## config.mk

```make
export PLATFORM = sky130hd
export DESIGN_NAME = button_gesture_classifier_core_flat
export DESIGN_NICKNAME = d
export VERILOG_FILES = /design/src/rtl/bgc_pkg.sv /design/src/rtl/bgc_if.sv /design/src/rtl/bgc_ctrl.sv /design/src/rtl/bgc_datapath.sv /design/src/rtl/button_gesture_classifier_core.sv /design/src/flat_wrapper.sv
export SDC_FILE = /design/constraint.sdc
export NUM_CORES = 1
export LEC_CHECK = 0
export BUFFER_PORTS_ARGS = -buffer_cell sky130_fd_sc_hd__buf_2
export CAP_MARGIN = 20
export CORE_MARGIN = 2
export CORE_UTILIZATION = 50
export DETAILED_ROUTE_END_ITERATION = 8
export PLACE_DENSITY = 0.69
export SETUP_SLACK_MARGIN = 0.02
export SLEW_MARGIN = 10
export SYNTH_ARGS = -nofsm -noshare
export SYNTH_HDL_FRONTEND = slang
export SYNTH_SLANG_ARGS = --single-unit
```

## constraint.sdc

```tcl
create_clock -name clk_i -period 5.15 [get_ports clk_i]
set_clock_uncertainty 0.15 [all_clocks]
set_input_delay 0.2575 -clock clk_i [delete_from_list [all_inputs] [get_ports clk_i]]
set_output_delay 0.2575 -clock clk_i [all_outputs]
set_load 0.02 [all_outputs]
```

## src/rtl/bgc_pkg.sv

```systemverilog
// Package for the button gesture classifier: types, constants and helpers.
// Used by the channel interfaces, controller, datapath and top level.
package bgc_pkg;

  localparam int unsigned SLOT_COUNT = 4;
  localparam int unsigned SLOT_W     = 2;
  localparam int unsigned COUNT_W    = 16;
  localparam int unsigned CFG_W      = 16;
  localparam int unsigned CFG_IDX_W  = 2;

  localparam logic [COUNT_W-1:0] COUNT_MAX = {COUNT_W{1'b1}};

  typedef enum logic [1:0] {
    MODE_RELEASED = 2'd0,
    MODE_PRESSED  = 2'd1,
    MODE_LONG     = 2'd2,
    MODE_DOUBLE   = 2'd3
  } mode_e;

  typedef enum logic [1:0] {
    EV_PRESS   = 2'd0,
    EV_LONG    = 2'd1,
    EV_RELEASE = 2'd2,
    EV_DOUBLE  = 2'd3
  } event_e;

  typedef enum logic [CFG_IDX_W-1:0] {
    CFG_LONG_PRESS   = 2'd0,
    CFG_DOUBLE_WIN   = 2'd1,
    CFG_ACTIVE_LEVEL = 2'd2,
    CFG_ENABLE_MASK  = 2'd3
  } cfg_idx_e;

  typedef enum logic [1:0] {
    ST_IDLE = 2'd0,
    ST_SCAN = 2'd1,
    ST_EMIT = 2'd2
  } state_e;

  typedef struct packed {
    logic              load;
    logic              step;
    logic              emit;
    logic [SLOT_W-1:0] slot;
  } cmd_t;

  typedef struct packed {
    logic [SLOT_COUNT-1:0] ev_valid;
    logic                  out_free;
  } status_t;

  function automatic logic [COUNT_W-1:0] sat_inc(input logic [COUNT_W-1:0] v);
    sat_inc = (v == COUNT_MAX) ? COUNT_MAX : v + 1'b1;
  endfunction

endpackage

```

## src/rtl/bgc_if.sv

```systemverilog
// Valid/ready channel interfaces for scan ticks and gesture events.
// Depends on bgc_pkg for field widths.
interface bgc_in_if;
  logic                             valid;
  logic                             ready;
  logic [bgc_pkg::SLOT_COUNT-1:0]   pin_levels;

  modport source (output valid, output pin_levels, input ready);
  modport sink   (input valid, input pin_levels, output ready);
endinterface

interface bgc_out_if;
  logic                         valid;
  logic                         ready;
  logic [bgc_pkg::SLOT_W-1:0]   button_index;
  logic [1:0]                   event_code;
  logic                         last_event;

  modport source (output valid, output button_index, output event_code,
                  output last_event, input ready);
  modport sink   (input valid, input button_index, input event_code,
                  input last_event, output ready);
endinterface

```

## src/rtl/bgc_ctrl.sv

```systemverilog
// Sequencer for the gesture classifier: load, scan each slot, emit events.
// Depends on bgc_pkg; drives the datapath through cmd_t, reads status_t.
module bgc_ctrl
  import bgc_pkg::*;
(
  input  logic    clk_i,
  input  logic    rst_ni,
  input  logic    in_valid_i,
  output logic    in_ready_o,
  input  status_t status_i,
  output cmd_t    cmd_o
);

  state_e            state_q, state_d;
  logic [SLOT_W-1:0] slot_q, slot_d;
  localparam logic [SLOT_W-1:0] LastSlot = SLOT_W'(SLOT_COUNT - 1);

  always_ff @(posedge clk_i or negedge rst_ni) begin
    if (!rst_ni) begin
      state_q <= ST_IDLE;
      slot_q  <= '0;
    end else begin
      state_q <= state_d;
      slot_q  <= slot_d;
    end
  end

  always_comb begin
    state_d    = state_q;
    slot_d     = slot_q;
    in_ready_o = 1'b0;
    cmd_o      = '0;
    cmd_o.slot = slot_q;
    case (state_q)
      ST_IDLE: begin
        in_ready_o = 1'b1;
        if (in_valid_i) begin
          cmd_o.load = 1'b1;
          slot_d     = '0;
          state_d    = ST_SCAN;
        end
      end
      ST_SCAN: begin
        cmd_o.step = 1'b1;
        slot_d     = slot_q + 1'b1;
        if (slot_q == LastSlot) begin
          slot_d  = '0;
          state_d = ST_EMIT;
        end
      end
      ST_EMIT: begin
        if (!status_i.ev_valid[slot_q] || status_i.out_free) begin
          cmd_o.emit = status_i.ev_valid[slot_q];
          slot_d     = slot_q + 1'b1;
          if (slot_q == LastSlot) begin
            slot_d  = '0;
            state_d = ST_IDLE;
          end
        end
      end
      default: begin
        state_d = ST_IDLE;
      end
    endcase
  end

endmodule

```

## src/rtl/bgc_datapath.sv

```systemverilog
// Per-slot gesture state, configuration registers, event buffer, output register.
// Depends on bgc_pkg; commanded by bgc_ctrl.
module bgc_datapath
  import bgc_pkg::*;
(
  input  logic                  clk_i,
  input  logic                  rst_ni,
  input  logic                  cfg_we_i,
  input  logic [CFG_IDX_W-1:0]  cfg_idx_i,
  input  logic [CFG_W-1:0]      cfg_data_i,
  input  logic [SLOT_COUNT-1:0] pin_levels_i,
  input  cmd_t                  cmd_i,
  output status_t               status_o,
  output logic                  out_valid_o,
  input  logic                  out_ready_i,
  output logic [SLOT_W-1:0]     out_index_o,
  output logic [1:0]            out_code_o,
  output logic                  out_last_o
);

  logic [COUNT_W-1:0]    long_ticks_q;
  logic [COUNT_W-1:0]    win_ticks_q;
  logic                  active_level_q;
  logic [SLOT_COUNT-1:0] enable_q;

  mode_e                 mode_q [SLOT_COUNT];
  logic [COUNT_W-1:0]    hold_q [SLOT_COUNT];
  logic [COUNT_W-1:0]    gap_q  [SLOT_COUNT];
  logic [SLOT_COUNT-1:0] pend_q;

  logic [SLOT_COUNT-1:0] pins_q;
  logic [SLOT_COUNT-1:0] ev_valid_q;
  event_e                ev_code_q [SLOT_COUNT];

  logic                  out_valid_q;
  logic [SLOT_W-1:0]     out_index_q;
  event_e                out_code_q;
  logic                  out_last_q;

  mode_e                 mode_d;
  logic [COUNT_W-1:0]    hold_d;
  logic [COUNT_W-1:0]    gap_d;
  logic                  pend_d;
  logic                  ev_d;
  event_e                code_d;
  logic                  active;
  logic                  enabled;
  logic [SLOT_COUNT-1:0] later_ev;

  always_ff @(posedge clk_i or negedge rst_ni) begin
    if (!rst_ni) begin
      long_ticks_q   <= COUNT_W'(100);
      win_ticks_q    <= COUNT_W'(30);
      active_level_q <= 1'b0;
      enable_q       <= '0;
    end else if (cfg_we_i) begin
      case (cfg_idx_e'(cfg_idx_i))
        CFG_LONG_PRESS:   long_ticks_q   <= cfg_data_i[COUNT_W-1:0];
        CFG_DOUBLE_WIN:   win_ticks_q    <= cfg_data_i[COUNT_W-1:0];
        CFG_ACTIVE_LEVEL: active_level_q <= cfg_data_i[0];
        CFG_ENABLE_MASK:  enable_q       <= cfg_data_i[SLOT_COUNT-1:0];
        default: begin
        end
      endcase
    end
  end

  always_comb begin
    enabled = enable_q[cmd_i.slot];
    active  = (pins_q[cmd_i.slot] == active_level_q);
    mode_d  = mode_q[cmd_i.slot];
    hold_d  = hold_q[cmd_i.slot];
    gap_d   = gap_q[cmd_i.slot];
    pend_d  = pend_q[cmd_i.slot];
    ev_d    = 1'b0;
    code_d  = EV_PRESS;
    if (pend_d) begin
      gap_d = sat_inc(gap_d);
      if (gap_d > win_ticks_q) begin
        pend_d = 1'b0;
        gap_d  = '0;
      end
    end
    if (active) begin
      if (mode_d == MODE_RELEASED) begin
        mode_d = MODE_PRESSED;
        hold_d = '0;
        ev_d   = 1'b1;
        code_d = EV_PRESS;
      end else if (mode_d == MODE_PRESSED) begin
        hold_d = sat_inc(hold_d);
        if (hold_d >= long_ticks_q) begin
          mode_d = MODE_LONG;
          ev_d   = 1'b1;
          code_d = EV_LONG;
        end
      end
    end else if (mode_d == MODE_PRESSED) begin
      ev_d = 1'b1;
      if (pend_d) begin
        mode_d = MODE_DOUBLE;
        pend_d = 1'b0;
        gap_d  = '0;
        code_d = EV_DOUBLE;
      end else begin
        mode_d = MODE_RELEASED;
        hold_d = '0;
        pend_d = 1'b1;
        gap_d  = '0;
        code_d = EV_RELEASE;
      end
    end else begin
      mode_d = MODE_RELEASED;
      hold_d = '0;
    end
  end

  always_ff @(posedge clk_i or negedge rst_ni) begin
    if (!rst_ni) begin
      for (int i = 0; i < SLOT_COUNT; i++) begin
        mode_q[i] <= MODE_RELEASED;
        hold_q[i] <= '0;
        gap_q[i]  <= '0;
      end
      pend_q     <= '0;
      ev_valid_q <= '0;
    end else if (cmd_i.load) begin
      ev_valid_q <= '0;
    end else if (cmd_i.step && enabled) begin
      mode_q[cmd_i.slot]     <= mode_d;
      hold_q[cmd_i.slot]     <= hold_d;
      gap_q[cmd_i.slot]      <= gap_d;
      pend_q[cmd_i.slot]     <= pend_d;
      ev_valid_q[cmd_i.slot] <= ev_d;
    end
  end

  always_ff @(posedge clk_i) begin
    if (cmd_i.load) begin
      pins_q <= pin_levels_i;
    end
    if (cmd_i.step) begin
      ev_code_q[cmd_i.slot] <= code_d;
    end
  end

  assign later_ev = (ev_valid_q >> cmd_i.slot) >> 1;

  always_ff @(posedge clk_i or negedge rst_ni) begin
    if (!rst_ni) begin
      out_valid_q <= 1'b0;
    end else if (cmd_i.emit) begin
      out_valid_q <= 1'b1;
    end else if (out_ready_i) begin
      out_valid_q <= 1'b0;
    end
  end

  always_ff @(posedge clk_i) begin
    if (cmd_i.emit) begin
      out_index_q <= cmd_i.slot;
      out_code_q  <= ev_code_q[cmd_i.slot];
      out_last_q  <= (later_ev == '0);
    end
  end

  assign status_o.ev_valid = ev_valid_q;
  assign status_o.out_free = !out_valid_q || out_ready_i;
  assign out_valid_o       = out_valid_q;
  assign out_index_o       = out_index_q;
  assign out_code_o        = out_code_q;
  assign out_last_o        = out_last_q;

endmodule

```

## src/rtl/button_gesture_classifier_core.sv

```systemverilog
// Button gesture classifier top level: controller, datapath, channel ports.
// Depends on bgc_pkg, bgc_in_if, bgc_out_if, bgc_ctrl and bgc_datapath.
//
// Usage:
//   in_ch carries one scan tick (pin_levels, one bit per button slot).
//   out_ch carries gesture events: button_index, event_code (press, long
//   press, short release, double press) and last_event, set on the final
//   event caused by a tick. A tick causes zero to four events.
//   Configuration writes (cfg_we_i, cfg_idx_i, cfg_data_i) set the long
//   press threshold, the double click window, the active pin level and
//   the slot enable mask; write them while no tick is in flight.
//   Timing: a tick is transferred in the idle state, then the scan state
//   visits the slots in order, then the emit state offers the buffered
//   events one slot per cycle while out_ch does not stall. A stalled
//   receiver holds the event in the output register and the sequencer
//   waits on the next event only.
//   Reset clears all slot state and loads the register defaults
//   (threshold 100, window 30, active level low, no slot enabled).
module button_gesture_classifier_core
  import bgc_pkg::*;
(
  input  logic                 clk_i,
  input  logic                 rst_ni,
  input  logic                 cfg_we_i,
  input  logic [CFG_IDX_W-1:0] cfg_idx_i,
  input  logic [CFG_W-1:0]     cfg_data_i,
  bgc_in_if.sink               in_ch,
  bgc_out_if.source            out_ch
);

  cmd_t    cmd;
  status_t status;

  bgc_ctrl u_ctrl (
    .clk_i      (clk_i),
    .rst_ni     (rst_ni),
    .in_valid_i (in_ch.valid),
    .in_ready_o (in_ch.ready),
    .status_i   (status),
    .cmd_o      (cmd)
  );

  bgc_datapath u_dp (
    .clk_i        (clk_i),
    .rst_ni       (rst_ni),
    .cfg_we_i     (cfg_we_i),
    .cfg_idx_i    (cfg_idx_i),
    .cfg_data_i   (cfg_data_i),
    .pin_levels_i (in_ch.pin_levels),
    .cmd_i        (cmd),
    .status_o     (status),
    .out_valid_o  (out_ch.valid),
    .out_ready_i  (out_ch.ready),
    .out_index_o  (out_ch.button_index),
    .out_code_o   (out_ch.event_code),
    .out_last_o   (out_ch.last_event)
  );

endmodule

```

## src/flat_wrapper.sv

```systemverilog
// flat-port wrapper written by rule: the top's interface ports become plain ports
module button_gesture_classifier_core_flat import bgc_pkg::*;
  (clk_i, rst_ni, cfg_we_i, cfg_idx_i, cfg_data_i, in_ch_valid, in_ch_pin_levels, in_ch_ready, out_ch_valid, out_ch_button_index, out_ch_event_code, out_ch_last_event, out_ch_ready);
  bgc_in_if in_ch_i ();
  bgc_out_if out_ch_i ();
  input  logic clk_i;
  input  logic rst_ni;
  input  logic cfg_we_i;
  input  logic [CFG_IDX_W-1:0] cfg_idx_i;
  input  logic [CFG_W-1:0] cfg_data_i;
  input wire logic [$bits(in_ch_i.valid)-1:0] in_ch_valid;
  input wire logic [$bits(in_ch_i.pin_levels)-1:0] in_ch_pin_levels;
  output wire logic [$bits(in_ch_i.ready)-1:0] in_ch_ready;
  output wire logic [$bits(out_ch_i.valid)-1:0] out_ch_valid;
  output wire logic [$bits(out_ch_i.button_index)-1:0] out_ch_button_index;
  output wire logic [$bits(out_ch_i.event_code)-1:0] out_ch_event_code;
  output wire logic [$bits(out_ch_i.last_event)-1:0] out_ch_last_event;
  input wire logic [$bits(out_ch_i.ready)-1:0] out_ch_ready;
  assign in_ch_i.valid = in_ch_valid;
  assign in_ch_i.pin_levels = in_ch_pin_levels;
  assign in_ch_ready = in_ch_i.ready;
  assign out_ch_valid = out_ch_i.valid;
  assign out_ch_button_index = out_ch_i.button_index;
  assign out_ch_event_code = out_ch_i.event_code;
  assign out_ch_last_event = out_ch_i.last_event;
  assign out_ch_i.ready = out_ch_ready;
  button_gesture_classifier_core u_core (.clk_i(clk_i), .rst_ni(rst_ni), .cfg_we_i(cfg_we_i), .cfg_idx_i(cfg_idx_i), .cfg_data_i(cfg_data_i), .in_ch(in_ch_i), .out_ch(out_ch_i));
endmodule
```

======== Word-level counts from Yosys, hierarchy flattened ========
Memory sizes are Yosys's and may differ from the RTL's. A register that Yosys moved wholly into a read port is not among the register bits.
Cells that the tools add are included.
word-level totals
  memory bits (read-only) ................. 0
  latch bits .............................. 0
  output and inout bits ................... 7
  memories ................................ 1
  RAM bits ................................ 8
  register bits after elaboration ......... 193
  logic and storage cells ................. 154
memory list
  memory                 depth  bits a word  read ports  clocked after memory_dff  wr ports  line                RTL
  u_core.u_dp.ev_code_q  4      2            1           1                         1         bgc_datapath.sv:33  event_e ev_code_q [SLOT_COUNT];
operators by class
  shift operators ......................... 1
  divide/modulo/power cells ............... 0
  multipliers ............................. 0
  equal/unequal tests ..................... 14
  bitwise operators ....................... 2
  reductions and logical operators ........ 21
  multiplexer cells ....................... 82
  add/subtract/negate cells ............... 3
  magnitude comparators ................... 6
operators with widths
  cell                     count
  $mux W16                 16
  $bwmux W64               2
  $bmux W16 S2             2
  $mux W2                  18
  $add A16 B1 Y16 const B  2
  $demux W16 S2            1
  $eq A16 B16 Y1 const B   2
  $mux W1                  29
  $ge A16 B16 Y1           1
  $gt A16 B16 Y1           1
  $pmux W2 S3              2
  $reduce_and A2 Y1        5
  $bmux W1 S2              4
  $bwmux W4                2
  $bwmux W8                1
  $eq A2 B2 Y1 const B     4
  $mux W4                  2
  $ne A2 B2 Y1 const B     4
  $eq A2 B1 Y1 const B     3
  $logic_not A2 Y1         3
  $bmux W2 S2              1
  $demux W2 S2             1
  $logic_not A4 Y1         1
  $reduce_and A4 Y1        1
  other kinds (16)         21

======== Longest topological paths before layout ========
Gate-level depths: netlist of run 1.
  word-level depth ........................ 14
  gate-level depth with buffers ........... 21

======== By module ========
From an unflattened synthesis of run 1, not the netlist that was laid out.
unflattened totals
  cells, all modules ...................... 1031
  area, all modules ....................... 11302.1 µm²
modules (own cells, without submodules)
  module        cells each  area each (µm²)  times used
  bgc_datapath  990         10896.7          1
  bgc_ctrl      41          405.4            1

======== Least setup slack after synthesis of run 1 ========
OpenSTA, ideal clock, no wires.
  path type ............................... reg-to-reg
  start point ............................. register u_core.u_ctrl.slot_q[0]
  end point ............................... register u_core.u_dp.mode_q[5] (netlist name)
  arrival ................................. 4.556 ns
  required time ........................... 4.875 ns
  setup slack ............................. 0.319 ns
  cell stages (with the launch flop) ...... 22
  clock period less this slack ............ 4.831 ns
  path through ............................ dfrtp_1 > buf_6 > buf_12 > mux4_2 > ha_1 > and4_1 > nand3_1 > or2_1 > buf_2 > buf_6 > nand2_1 > ha_1 > nand4_1 > nor4_1 > a21boi_0 > and4b_1 > nor2_1 > inv_1 > ha_1 > nand2_1 > o211ai_1 > mux2_2
on the way
  longest elaborated chain between the ends .. 13
  elaborated cells on any way between the ends .. 43
  those cells by class .................... 2 x add/sub; 4 x order compare; 4 x eq/ne; 28 x mux; 1 x bitwise; 4 x reduce/logical
ends and longest elaborated chain
  item                                               line                 RTL
  from (decl)                                        bgc_ctrl.sv:15       logic [SLOT_W-1:0] slot_q, slot_d;
  from (signal assigned)                             bgc_ctrl.sv:24       slot_q <= slot_d;
  $not A2 Y3 (implied by the code)                   --
  $bmux W16 S2                                       bgc_datapath.sv:73   gap_d = gap_q[cmd_i.slot];
  $mux W16 (implied by the code) (2 in a row)        bgc_datapath.sv:73
  $add A16 B1 Y16 or $eq A16 B16 Y1 (tied branches)  bgc_pkg.sv:53        sat_inc = (v == COUNT_MAX) ? COUNT_MAX : v + 1'b1;
  $mux W16                                           bgc_pkg.sv:53
  $gt A16 B16 Y1                                     bgc_datapath.sv:79   if (gap_d > win_ticks_q) begin
  $mux W1                                            bgc_datapath.sv:79
  $mux W1                                            bgc_datapath.sv:77   if (pend_d) begin
  $mux W2                                            bgc_datapath.sv:100  if (pend_d) begin
  $mux W2                                            bgc_datapath.sv:98   end else if (mode_d == MODE_PRESSED) begin
  $mux W2                                            bgc_datapath.sv:84   if (active) begin
  $bwmux W8                                          bgc_datapath.sv:130  mode_q[cmd_i.slot] <= mode_d;
  to (signal, indexed assignment)                    bgc_datapath.sv:130
  to (decl)                                          bgc_datapath.sv:26   mode_e mode_q [SLOT_COUNT];
Parallel ways exist; a longest one is shown, timed or not. The select of a mux whose other input is x is not followed.
A chain may end at the register's enable or synchronous reset.

======== Worst setup path after layout of run 1 ========
  start point ............................. register u_core.u_ctrl.slot_q[0]
  end point ............................... register u_core.u_dp.mode_q[3] (netlist name)
The elaborated chain is that of the path after synthesis.

==> PnR_summary.wiki, run 1 <==
{| class="wikitable"
! Metric !! Value
|-
| Run status || completed
|-
| Fraction of layout cells with a size suffix above 1 || roughly 23%
|-
| Clock slew seen by the registers of the worst setup and hold paths || approximately 60 ps
|-
| Min Clock Period, post-route || just under 5000 ps
|-
| Row count || between 50 and 60
|-
| Number of enable flip-flop cells after synthesis || 17
|-
| Ranking of synthesized cells by area || sky130_fd_sc_hd__dfrtp_1, sky130_fd_sc_hd__mux2_2, sky130_fd_sc_hd__mux4_2
|-
| Max Fanout on Critical Path || 9
|-
| Final routed DRC violation total || 0
|-
| Pwr dens || ~440 mW/mm2
|-
| Required time of the critical path || 5400 ps
|-
| Net Count, Synth || 1128
|-
| Number of max-slew violations in the final report || 0
|-
| Boundary pin count || 34
|-
| Via/cell ratio || roughly 6.1
|-
| Die X || 154 um
|-
| Post-DRT Antenna Nets || 0
|-
| Maximum number of pins on one net before global-route repair || 100
|-
| Maximum operating frequency || roughly 200 MHz
|-
| Cell leakage power || just under 6 nW
|-
| Count of unique library cells instantiated by Yosys || between 60 and 70
|-
| Syn. warnings || 0
|-
| Instance count of the mapped netlist || around 1.1k
|-
| Share of the yosys chip area belonging to registers || between 40% and 50%
|-
| Fraction of synthesized cell area taken by the top area cell type || about two fifths
|-
| Adder and majority gate portion of the synthesized area || between 4 and 5%
|-
| CTS tree || yes
|-
| Post-synthesis share of cell area spent on and, or, nand and nor gates || 14.0%
|-
| Worst Hold Launch || in_ch_valid
|-
| Overall die area || approximately 0.024 mm2
|-
| Global-route total usage across every layer || 25.5%
|-
| Start point of the critical path || u_core.u_ctrl.slot_q[0]
|-
| Post-DP HPWL || roughly 20 mm
|-
| Final setup viols || 0
|-
| Number of port buffers || 33
|-
| Share of async-settable or async-resettable flops after synthesis || 91.6%
|-
| Average wire length per cell after detail routing || 21.0 um
|-
| Die outline height || between 150 and 200 um
|-
| Final hold violation count || 0
|-
| Max capacitance violation total || 0
|-
| Leading register cell type out of synthesis || sky130_fd_sc_hd__dfrtp_1
|-
| Critical Path End Type || register
|-
| Path class of the lowest-slack min-delay path || in -> reg
|-
| Grt ovf || 0
|-
| Vias || 8623
|-
| Layout Area Growth over Synthesis || 14.1%
|-
| Total power || approximately 0.0056 W
|-
| Worst-case vdd ir drop || around 0.21 mV
|-
| Class of the most critical setup path || reg -> reg
|-
| CP startpoint kind || register
|-
| H-tree level count || 1
|-
| Flops & latches, synth || 203
|-
| Source of the worst register-to-register timing path || u_core.u_ctrl.slot_q[0]
|-
| Avg Synthesized Cell Area || 10.6 um2
|-
| Combinational family with the most area after synthesis || multiplexers
|-
| Compound-cell area share of the yosys netlist || approximately an eighth
|-
| # placed instances || 1349
|-
| Vias in the first global route || around 8.5k
|-
| Cell taking the most area after synthesis || sky130_fd_sc_hd__dfrtp_1
|-
| Sinks on Clock Net || between 200 and 250
|-
| Unrepaired setup endpoints after global routing || no
|-
| Clk_lat worst skew || 520 ps
|-
| Data arrival, critical path || roughly 5200 ps
|-
| Number of antenna violations at the first check in global routing || 1
|-
| Post-Syn Area || about 0.011 mm2
|-
| First-pass iteration count of the detailed router || 5
|-
| Final-stage net count || 1197
|-
| Clk buf depth || 3
|-
| Final instance count without filler cells || between 1k and 1.5k
|-
| Clock tree root buffer cell || sky130_fd_sc_hd__clkbuf_16
|-
| Parity-gate share of the synthesized area counting xor and xnor cells || between 1 and 1.5%
|-
| Post-detailed-routing wire length || about 30 mm
|-
| Max-slew headroom at the worst pin || around two fifths
|-
| Clock buffer count from CTS || 23
|-
| First-pass GRT wire length || approximately 48 mm
|-
| Diode insertion count for antenna repair || 0
|-
| Number of design-rule violations left by the first detailed-router iteration || between 700 and 800
|-
| Starting utilization of the core area || 51.2%
|-
| Final Wtd Congestion || just over 0.9
|-
| Transition time of the tightest slew-check pin || between 900 and 1000 ps
|-
| Period utilization || 95.5%
|-
| Final Hold Slack || a little under 2 ps
|-
| Floorplan core area || between 0.02 and 0.025 mm2
|-
| Most frequent cells in the layout || sky130_fd_sc_hd__nand2_1, sky130_fd_sc_hd__dfrtp_1, sky130_fd_sc_hd__mux2_2, sky130_fd_sc_hd__o21ai_0, sky130_fd_sc_hd__buf_4
|-
| Mux cell area share after synthesis || between 10% and 20%
|-
| Most common cell after layout, fill and taps aside || sky130_fd_sc_hd__nand2_1
|-
| Setup TNS || 0 ps
|}
## critical path, cell delays in order, from the launching register on
cell and delay, ps:
sky130_fd_sc_hd__dfrtp_4 530, sky130_fd_sc_hd__mux4_2 610, sky130_fd_sc_hd__ha_2 250, sky130_fd_sc_hd__and4_1 190
sky130_fd_sc_hd__nand3_1 160, sky130_fd_sc_hd__buf_4 170, sky130_fd_sc_hd__mux2_2 360, sky130_fd_sc_hd__ha_1 290
sky130_fd_sc_hd__nand4_1 160, sky130_fd_sc_hd__nor4_2 350, sky130_fd_sc_hd__a21boi_1 230, sky130_fd_sc_hd__and4b_1 280
sky130_fd_sc_hd__nor2_2 160, sky130_fd_sc_hd__inv_1 110, sky130_fd_sc_hd__ha_1 200, sky130_fd_sc_hd__nand2_1 150
sky130_fd_sc_hd__o211ai_1 170, sky130_fd_sc_hd__mux2_2 300
## cell usage after synthesis, types with 6 or more instances
cell type / n
sky130_fd_sc_hd__nand2_1: 178
sky130_fd_sc_hd__inv_1: 44
sky130_fd_sc_hd__o211ai_1: 36
sky130_fd_sc_hd__a31oi_1: 21
sky130_fd_sc_hd__nor2_1: 39
sky130_fd_sc_hd__xnor2_1: 12
sky130_fd_sc_hd__a21oi_1: 43
sky130_fd_sc_hd__nor2b_1: 8
sky130_fd_sc_hd__and2_1: 11
sky130_fd_sc_hd__and3_1: 11
sky130_fd_sc_hd__dfstp_2: 7
sky130_fd_sc_hd__nand2b_1: 7
sky130_fd_sc_hd__o21ai_0: 57
sky130_fd_sc_hd__o31ai_1: 8
sky130_fd_sc_hd__mux2_2: 82
sky130_fd_sc_hd__dfrtp_1: 179
sky130_fd_sc_hd__a21o_1: 6
sky130_fd_sc_hd__nand4_1: 10
sky130_fd_sc_hd__mux4_2: 34
sky130_fd_sc_hd__nand3_1: 46
sky130_fd_sc_hd__nor3_1: 7
sky130_fd_sc_hd__ha_1: 43
sky130_fd_sc_hd__clkbuf_1: 36
sky130_fd_sc_hd__buf_2: 19
sky130_fd_sc_hd__edfxtp_1: 17
## registers in the layout (all words and copies together), names as in the netlist, 4 cells and up
register / count
u_core.u_dp.ev_valid_q: 4
u_core.u_dp.hold_q: 64
u_core.u_dp.ev_code_q: 8
u_core.u_dp.enable_q: 4
u_core.u_dp.mode_q: 8
u_core.u_dp.long_ticks_q: 16
u_core.u_dp.pins_q: 4
u_core.u_dp.pend_q: 4
u_core.u_dp.win_ticks_q: 16
u_core.u_dp.gap_q: 64
## routing by layer
layer / track usage, % / share of wire (%) / wire length (um) / vias to the layer above
met2: 40.2 / 46 / 13700 / 292
met5: 0 / 0.043 / 13 / -
li1: - / - / - / 3984
met1: 36.7 / 45 / 13500 / 4299
met3: 3.80 / 6.6 / 1970 / 46
met4: 7.57 / 2.5 / 747 / 2
## report_power, final
part	leakage, nW	internal (W)	switching (W)
registers	2.63	0.00187	0.000137
clock network	0.359	0.000922	0.000679
logic	2.81	0.000737	0.00127
total	5.80	0.00353	0.00209
## repair_timing
action	CTS	global route
gates resized for setup	0	7
endpoints found under the hold margin	139	0
setup endpoints to repair	0	63
hold buffers	25	0
buffers inserted	0	8
## layout make-up
type / count / area [um2]
clock buffers: 32 / 639
clock inverters: 10 / 88.8
fillers: 1801 / 9120
inverters: 45 / 169
multi-input cells: 747 / 5610
flip-flops and latches: 203 / 5180
well taps: 280 / 350
repair buffers: 107 / 806
## cell families (layout without fill, tap and decap cells)
| kind of cell | Yosys count | after routing |
|---|---|---|
| fa+ha+maj | 43 | 43 |
| buf+inv | 108 | 194 |
| compound gates | 221 | 221 |
| flops | 203 | 203 |
| simple gates | 340 | 340 |
| mux | 126 | 126 |
| xor+xnor | 17 | 17 |
## per-stage QoR
step / area, um2 / setup WS [ps] / utilization (%)
global placement: 11800 / 303 / 53.6
CTS: 12700 / 106 / 58.0
global route: 12800 / 1.82 / 58.5
finish: 12800 / 229 / 58.5
floorplan: 11300 / 319 / -
detailed placement: 11800 / 136 / 53.6
## worst paths after layout
path | to | slack, ps | cells past startpoint
worst max-delay path | u_core.u_dp.mode_q[3] | 230 | 17
worst min-delay path | u_core.u_ctrl.state_q[1] | 2 | 4
worst max register to register | u_core.u_dp.mode_q[3] | 230 | 17
worst min register to register | u_core.u_dp.hold_q[50] | 320 | 2
max in group asynchronous | u_core.u_dp.gap_q[27] | 3350 | 3
min in group asynchronous | u_core.u_dp.gap_q[22] | 260 | 2
No activity file was read; power rests on OpenSTA's default activity.
==> inputs of run 2 (changes only) <==
--- a/config.mk
+++ b/config.mk
@@ -7,2 +7,3 @@
 export LEC_CHECK = 0
+export ABC_AREA = 1
 export BUFFER_PORTS_ARGS = -buffer_cell sky130_fd_sc_hd__buf_2
==> constraint.sdc (replaced) <==
create_clock -name clk_i -period 5.15 [get_ports clk_i]
set_clock_uncertainty 0.15 [all_clocks]
set_input_delay 0.515 -clock clk_i [delete_from_list [all_inputs] [get_ports clk_i]]
set_output_delay 0.515 -clock clk_i [all_outputs]
set_load 0.02 [all_outputs]
==> PnR_summary.wiki, run 2 <==
{| class="wikitable"
! Metric !! Value
|-
| Run status || completed
|-
| Post-cts repair resize count || 0 (unchanged)
|-
| Start point of the critical path || u_core.u_ctrl.slot_q[0]
|-
| Number of antenna violations at the first check in global routing || 0 (-1)
|-
| Number of enable flip-flop cells after synthesis || 17 (unchanged)
|-
| Post-DRT Antenna Nets || 0 (unchanged)
|-
| Die outline height || 158 um (+2.6%)
|-
| Final setup viols || 0 (unchanged)
|-
| Worst-case vdd ir drop || 0.345 mV (+65%)
|-
| Fraction of layout cells with a size suffix above 1 || 8.76% (-14 points)
|-
| Share of async-settable or async-resettable flops after synthesis || 91.6% (unchanged)
|-
| Fraction of synthesized cell area taken by the top area cell type || 37.8% (-2.0 points)
|-
| Period utilization || 89.4% (-6.1 points)
|-
| Pwr dens || 607 mW/mm2 (+39%)
|-
| Clock tree root buffer cell || sky130_fd_sc_hd__clkbuf_16
|-
| Most common library cells after synthesis || sky130_fd_sc_hd__nand2_1, sky130_fd_sc_hd__dfrtp_1, sky130_fd_sc_hd__nand3_1, sky130_fd_sc_hd__inv_1, sky130_fd_sc_hd__o21ai_0
|-
| Post-Syn Area || 0.0119 mm2 (+5.4%)
|-
| Final-stage net count || 1713 (+43%)
|-
| Cell with the most instances after synthesis || sky130_fd_sc_hd__nand2_1
|-
| Via/cell ratio || 5.42 (-10%)
|-
| Vias in the first global route || 10.0k (+19%)
|-
| Diode insertion count for antenna repair || 0 (unchanged)
|-
| Max capacitance violation total || 0 (unchanged)
|-
| Avg Synthesized Cell Area || 7.24 um2 (-32%)
|-
| Most frequent cells in the layout || sky130_fd_sc_hd__nand2_1, sky130_fd_sc_hd__dfrtp_1, sky130_fd_sc_hd__nand3_1, sky130_fd_sc_hd__inv_1, sky130_fd_sc_hd__o21ai_0
|-
| Register Area || 0.00517 mm2 (about the same)
|-
| Cell taking the most area after synthesis || sky130_fd_sc_hd__dfrtp_1
|-
| Transition time of the tightest slew-check pin || 929 ps (+10.9 ps)
|-
| H-tree level count || 1 (unchanged)
|-
| Final routed DRC violation total || 0 (unchanged)
|-
| Leading register cell type out of synthesis || sky130_fd_sc_hd__dfrtp_1
|-
| Maximum operating frequency || 217 MHz (+6.8%)
|-
| Maximum number of pins on one net before global-route repair || 114 (+14%)
|-
| Clk_lat worst skew || 520 ps (about the same)
|-
| Grt ovf || 0 (unchanged)
|-
| Clock buffer count from CTS || 22 (-4.3%)
|-
| Source of the worst register-to-register timing path || u_core.u_ctrl.slot_q[0]
|-
| Floorplan core area || 0.0234 mm2 (+6.6%)
|-
| Boundary pin count || 34 (unchanged)
|-
| Worst-path cell with the longest stage delay || sky130_fd_sc_hd__dfrtp_2
|-
| Registers with the most flip-flops || u_core.u_dp.gap_q x64, u_core.u_dp.hold_q x64
|-
| Most common cell after layout, fill and taps aside || sky130_fd_sc_hd__nand2_1
|-
| Area taken by multi-input logic gates || 0.00570 mm2 (+1.7%)
|-
| Global-route total usage across every layer || 27.2% (+1.7 points)
|-
| Data arrival, critical path || 4910 ps (-260 ps)
|-
| Ranking of synthesized cells by area || sky130_fd_sc_hd__dfrtp_1, sky130_fd_sc_hd__nand2_1, sky130_fd_sc_hd__nand3_1
|-
| # placed instances || 1937 (+44%)
|-
| CP startpoint kind || register
|-
| Core utilization of the finished layout || 55.0% (-3.5 points)
|-
| Max Fanout on Critical Path || 23 (+14)
|-
| Vias || 10.7k (+24%)
|-
| Number of port buffers || 33 (unchanged)
|-
| Setup TNS || 0 ps (unchanged)
|-
| Final hold violation count || 0 (unchanged)
|-
| Required time of the critical path || 5450 ps (+50 ps)
|-
| Unrepaired setup endpoints after global routing || no
|-
| Number of design-rule violations left by the first detailed-router iteration || 809 (+6.4%)
|-
| Largest stage delay on the critical path || 480 ps (-130 ps)
|-
| Instance count of the mapped netlist || 1638 (+55%)
|-
| Clk buf depth || 3 (unchanged)
|-
| First-pass GRT wire length || 53.2 mm (+12%)
|-
| Critical Path End Type || register
|-
| Starting utilization of the core area || 50.7% (-0.57 points)
|-
| Filler Cell Count || 2303 (+28%)
|-
| Library cell appearing most often on the critical path || sky130_fd_sc_hd__nand2_1
|-
| Path class of the lowest-slack min-delay path || in -> reg
|-
| First-pass iteration count of the detailed router || 7 (+2)
|-
| Net Count, Synth || 1708 (+51%)
|-
| Total power || 0.00781 W (+39%)
|-
| Min Clock Period, post-route || 4610 ps (-315 ps)
|-
| Sinks on Clock Net || 203 (unchanged)
|-
| Final instance count without filler cells || 1974 (+39%)
|-
| Post-detailed-routing wire length || 33.1 mm (+11%)
|-
| Syn. warnings || 0 (unchanged)
|-
| Layout Area Growth over Synthesis || 8.44%
|-
| Max-slew headroom at the worst pin || 37.9% (-0.88 points)
|-
| Post-DP HPWL || 21.1 mm (+5.7%)
|-
| Worst Hold Launch || in_ch_pin_levels[3]
|-
| Number of max-slew violations in the final report || 0 (unchanged)
|-
| Count of unique library cells instantiated by Yosys || 43 (-36%)
|-
| Row count || 56 (+3.7%)
|-
| Flops & latches, synth || 203 (unchanged)
|-
| Count of buffers added by post-CTS timing repair for setup || 0 (unchanged)
|-
| Average wire length per cell after detail routing || 16.8 um (-20%)
|-
| CTS tree || yes
|-
| Cell leakage power || 6.79 nW (+17%)
|-
| Overall die area || 0.0250 mm2 (+5.2%)
|-
| Final Wtd Congestion || 0.927 (+1.2%)
|-
| Clock slew seen by the registers of the worst setup and hold paths || 60 ps (about the same)
|-
| Die X || 158 um (+2.6%)
|-
| Share of the yosys chip area belonging to registers || 43.6% (-2.4 points)
|-
| Class of the most critical setup path || reg -> reg
|}
-- run 2: cell count changes after synthesis, sizes merged, moves of 10 or more --
cell,before,now
nand2,178,749
nand3,46,185
inv,45,135
mux2,82,0
mux4,39,0
nor2,39,74
o211ai,37,5
buf,27,57
o21ai,60,86
a31oi,22,4
clkbuf,36,22
and3,11,0
xnor2,12,1
and2,11,1
-- run 2: cell type report --
class | instances | share of cell area [%]
multi-input cells | 1221 | 44.4
flip-flops and latches | 203 | 40.2
inverters | 135 | 3.98
repair buffers | 60 | 3.03
well taps | 319 | 3.10
clock buffers | 34 | 5.19
clock inverters | 2 | 0.107
-- run 2: where the power goes --
group          switching, W  internal [W]  total [W]
Clock              0.000642      0.000883    0.00153
Combinational       0.00273       0.00117    0.00390
Sequential         0.000260       0.00212    0.00238
Total               0.00363       0.00417    0.00781
-- run 2: logic make-up (layout without fill, tap and decap cells) --
group,Yosys count,count (layout),synth area share [%]
XOR/XNOR,5,5,0.433
AO/OA/AOI/OAI,145,145,7.13
adder cells (fa/ha/maj),43,43,4.54
flip-flops,203,203,43.6
buffers and inverters,214,231,8.50
AND/OR/NAND/NOR,1028,1028,35.8
-- run 2: per-layer routing --
metal	up-vias	wire length (um)	track usage (%)	share of wire (%)
met3	72	1980	2.98	6.0
met1	5060	14300	37.1	43
met2	377	15700	45.1	47
met4	0	1110	9.61	3.4
met5	-	0	0	0
li1	5199	-	-	-
-- run 2: worst max-delay path, delay by kind of cell (launching register included) --
family          cells  cell delay [ps]
simple gates       17             2200
compound gates      3              610
fa+ha+maj           3              600
buf+inv             3              480
flops               1              480
-- run 2: repair_timing --
item                       in CTS  in global routing
setup endpoints to repair       0                  0
hold buffers                    1                  0
hold endpoints to repair       73                  0
-- run 2: path summary, 6_finish.rpt --
| path | endpoint | slack (ps) | depth (start not counted) |
|---|---|---|---|
| worst max-delay path | u_core.u_dp.mode_q[1] | 540 | 26 |
| worst min-delay path | u_core.u_dp.pins_q[3] | 40 | 1 |
| worst max register to register | u_core.u_dp.mode_q[1] | 540 | 26 |
| worst min register to register | u_core.u_dp.gap_q[31] | 330 | 2 |
| max in group asynchronous | u_core.u_dp.hold_q[62] | 3320 | 3 |
| min in group asynchronous | u_core.u_dp.mode_q[6] | 430 | 2 |
-- run 2: through the flow --
stage                     area, um2  worst slack (ps)  hold slack (ps)
after floorplan               11900              1250             69.4
after global placement        12200               725              312
after detailed placement      12200               632              315
after CTS                     12900               609             23.6
after global routing          12900               158             31.6
final                         12900               544             38.3
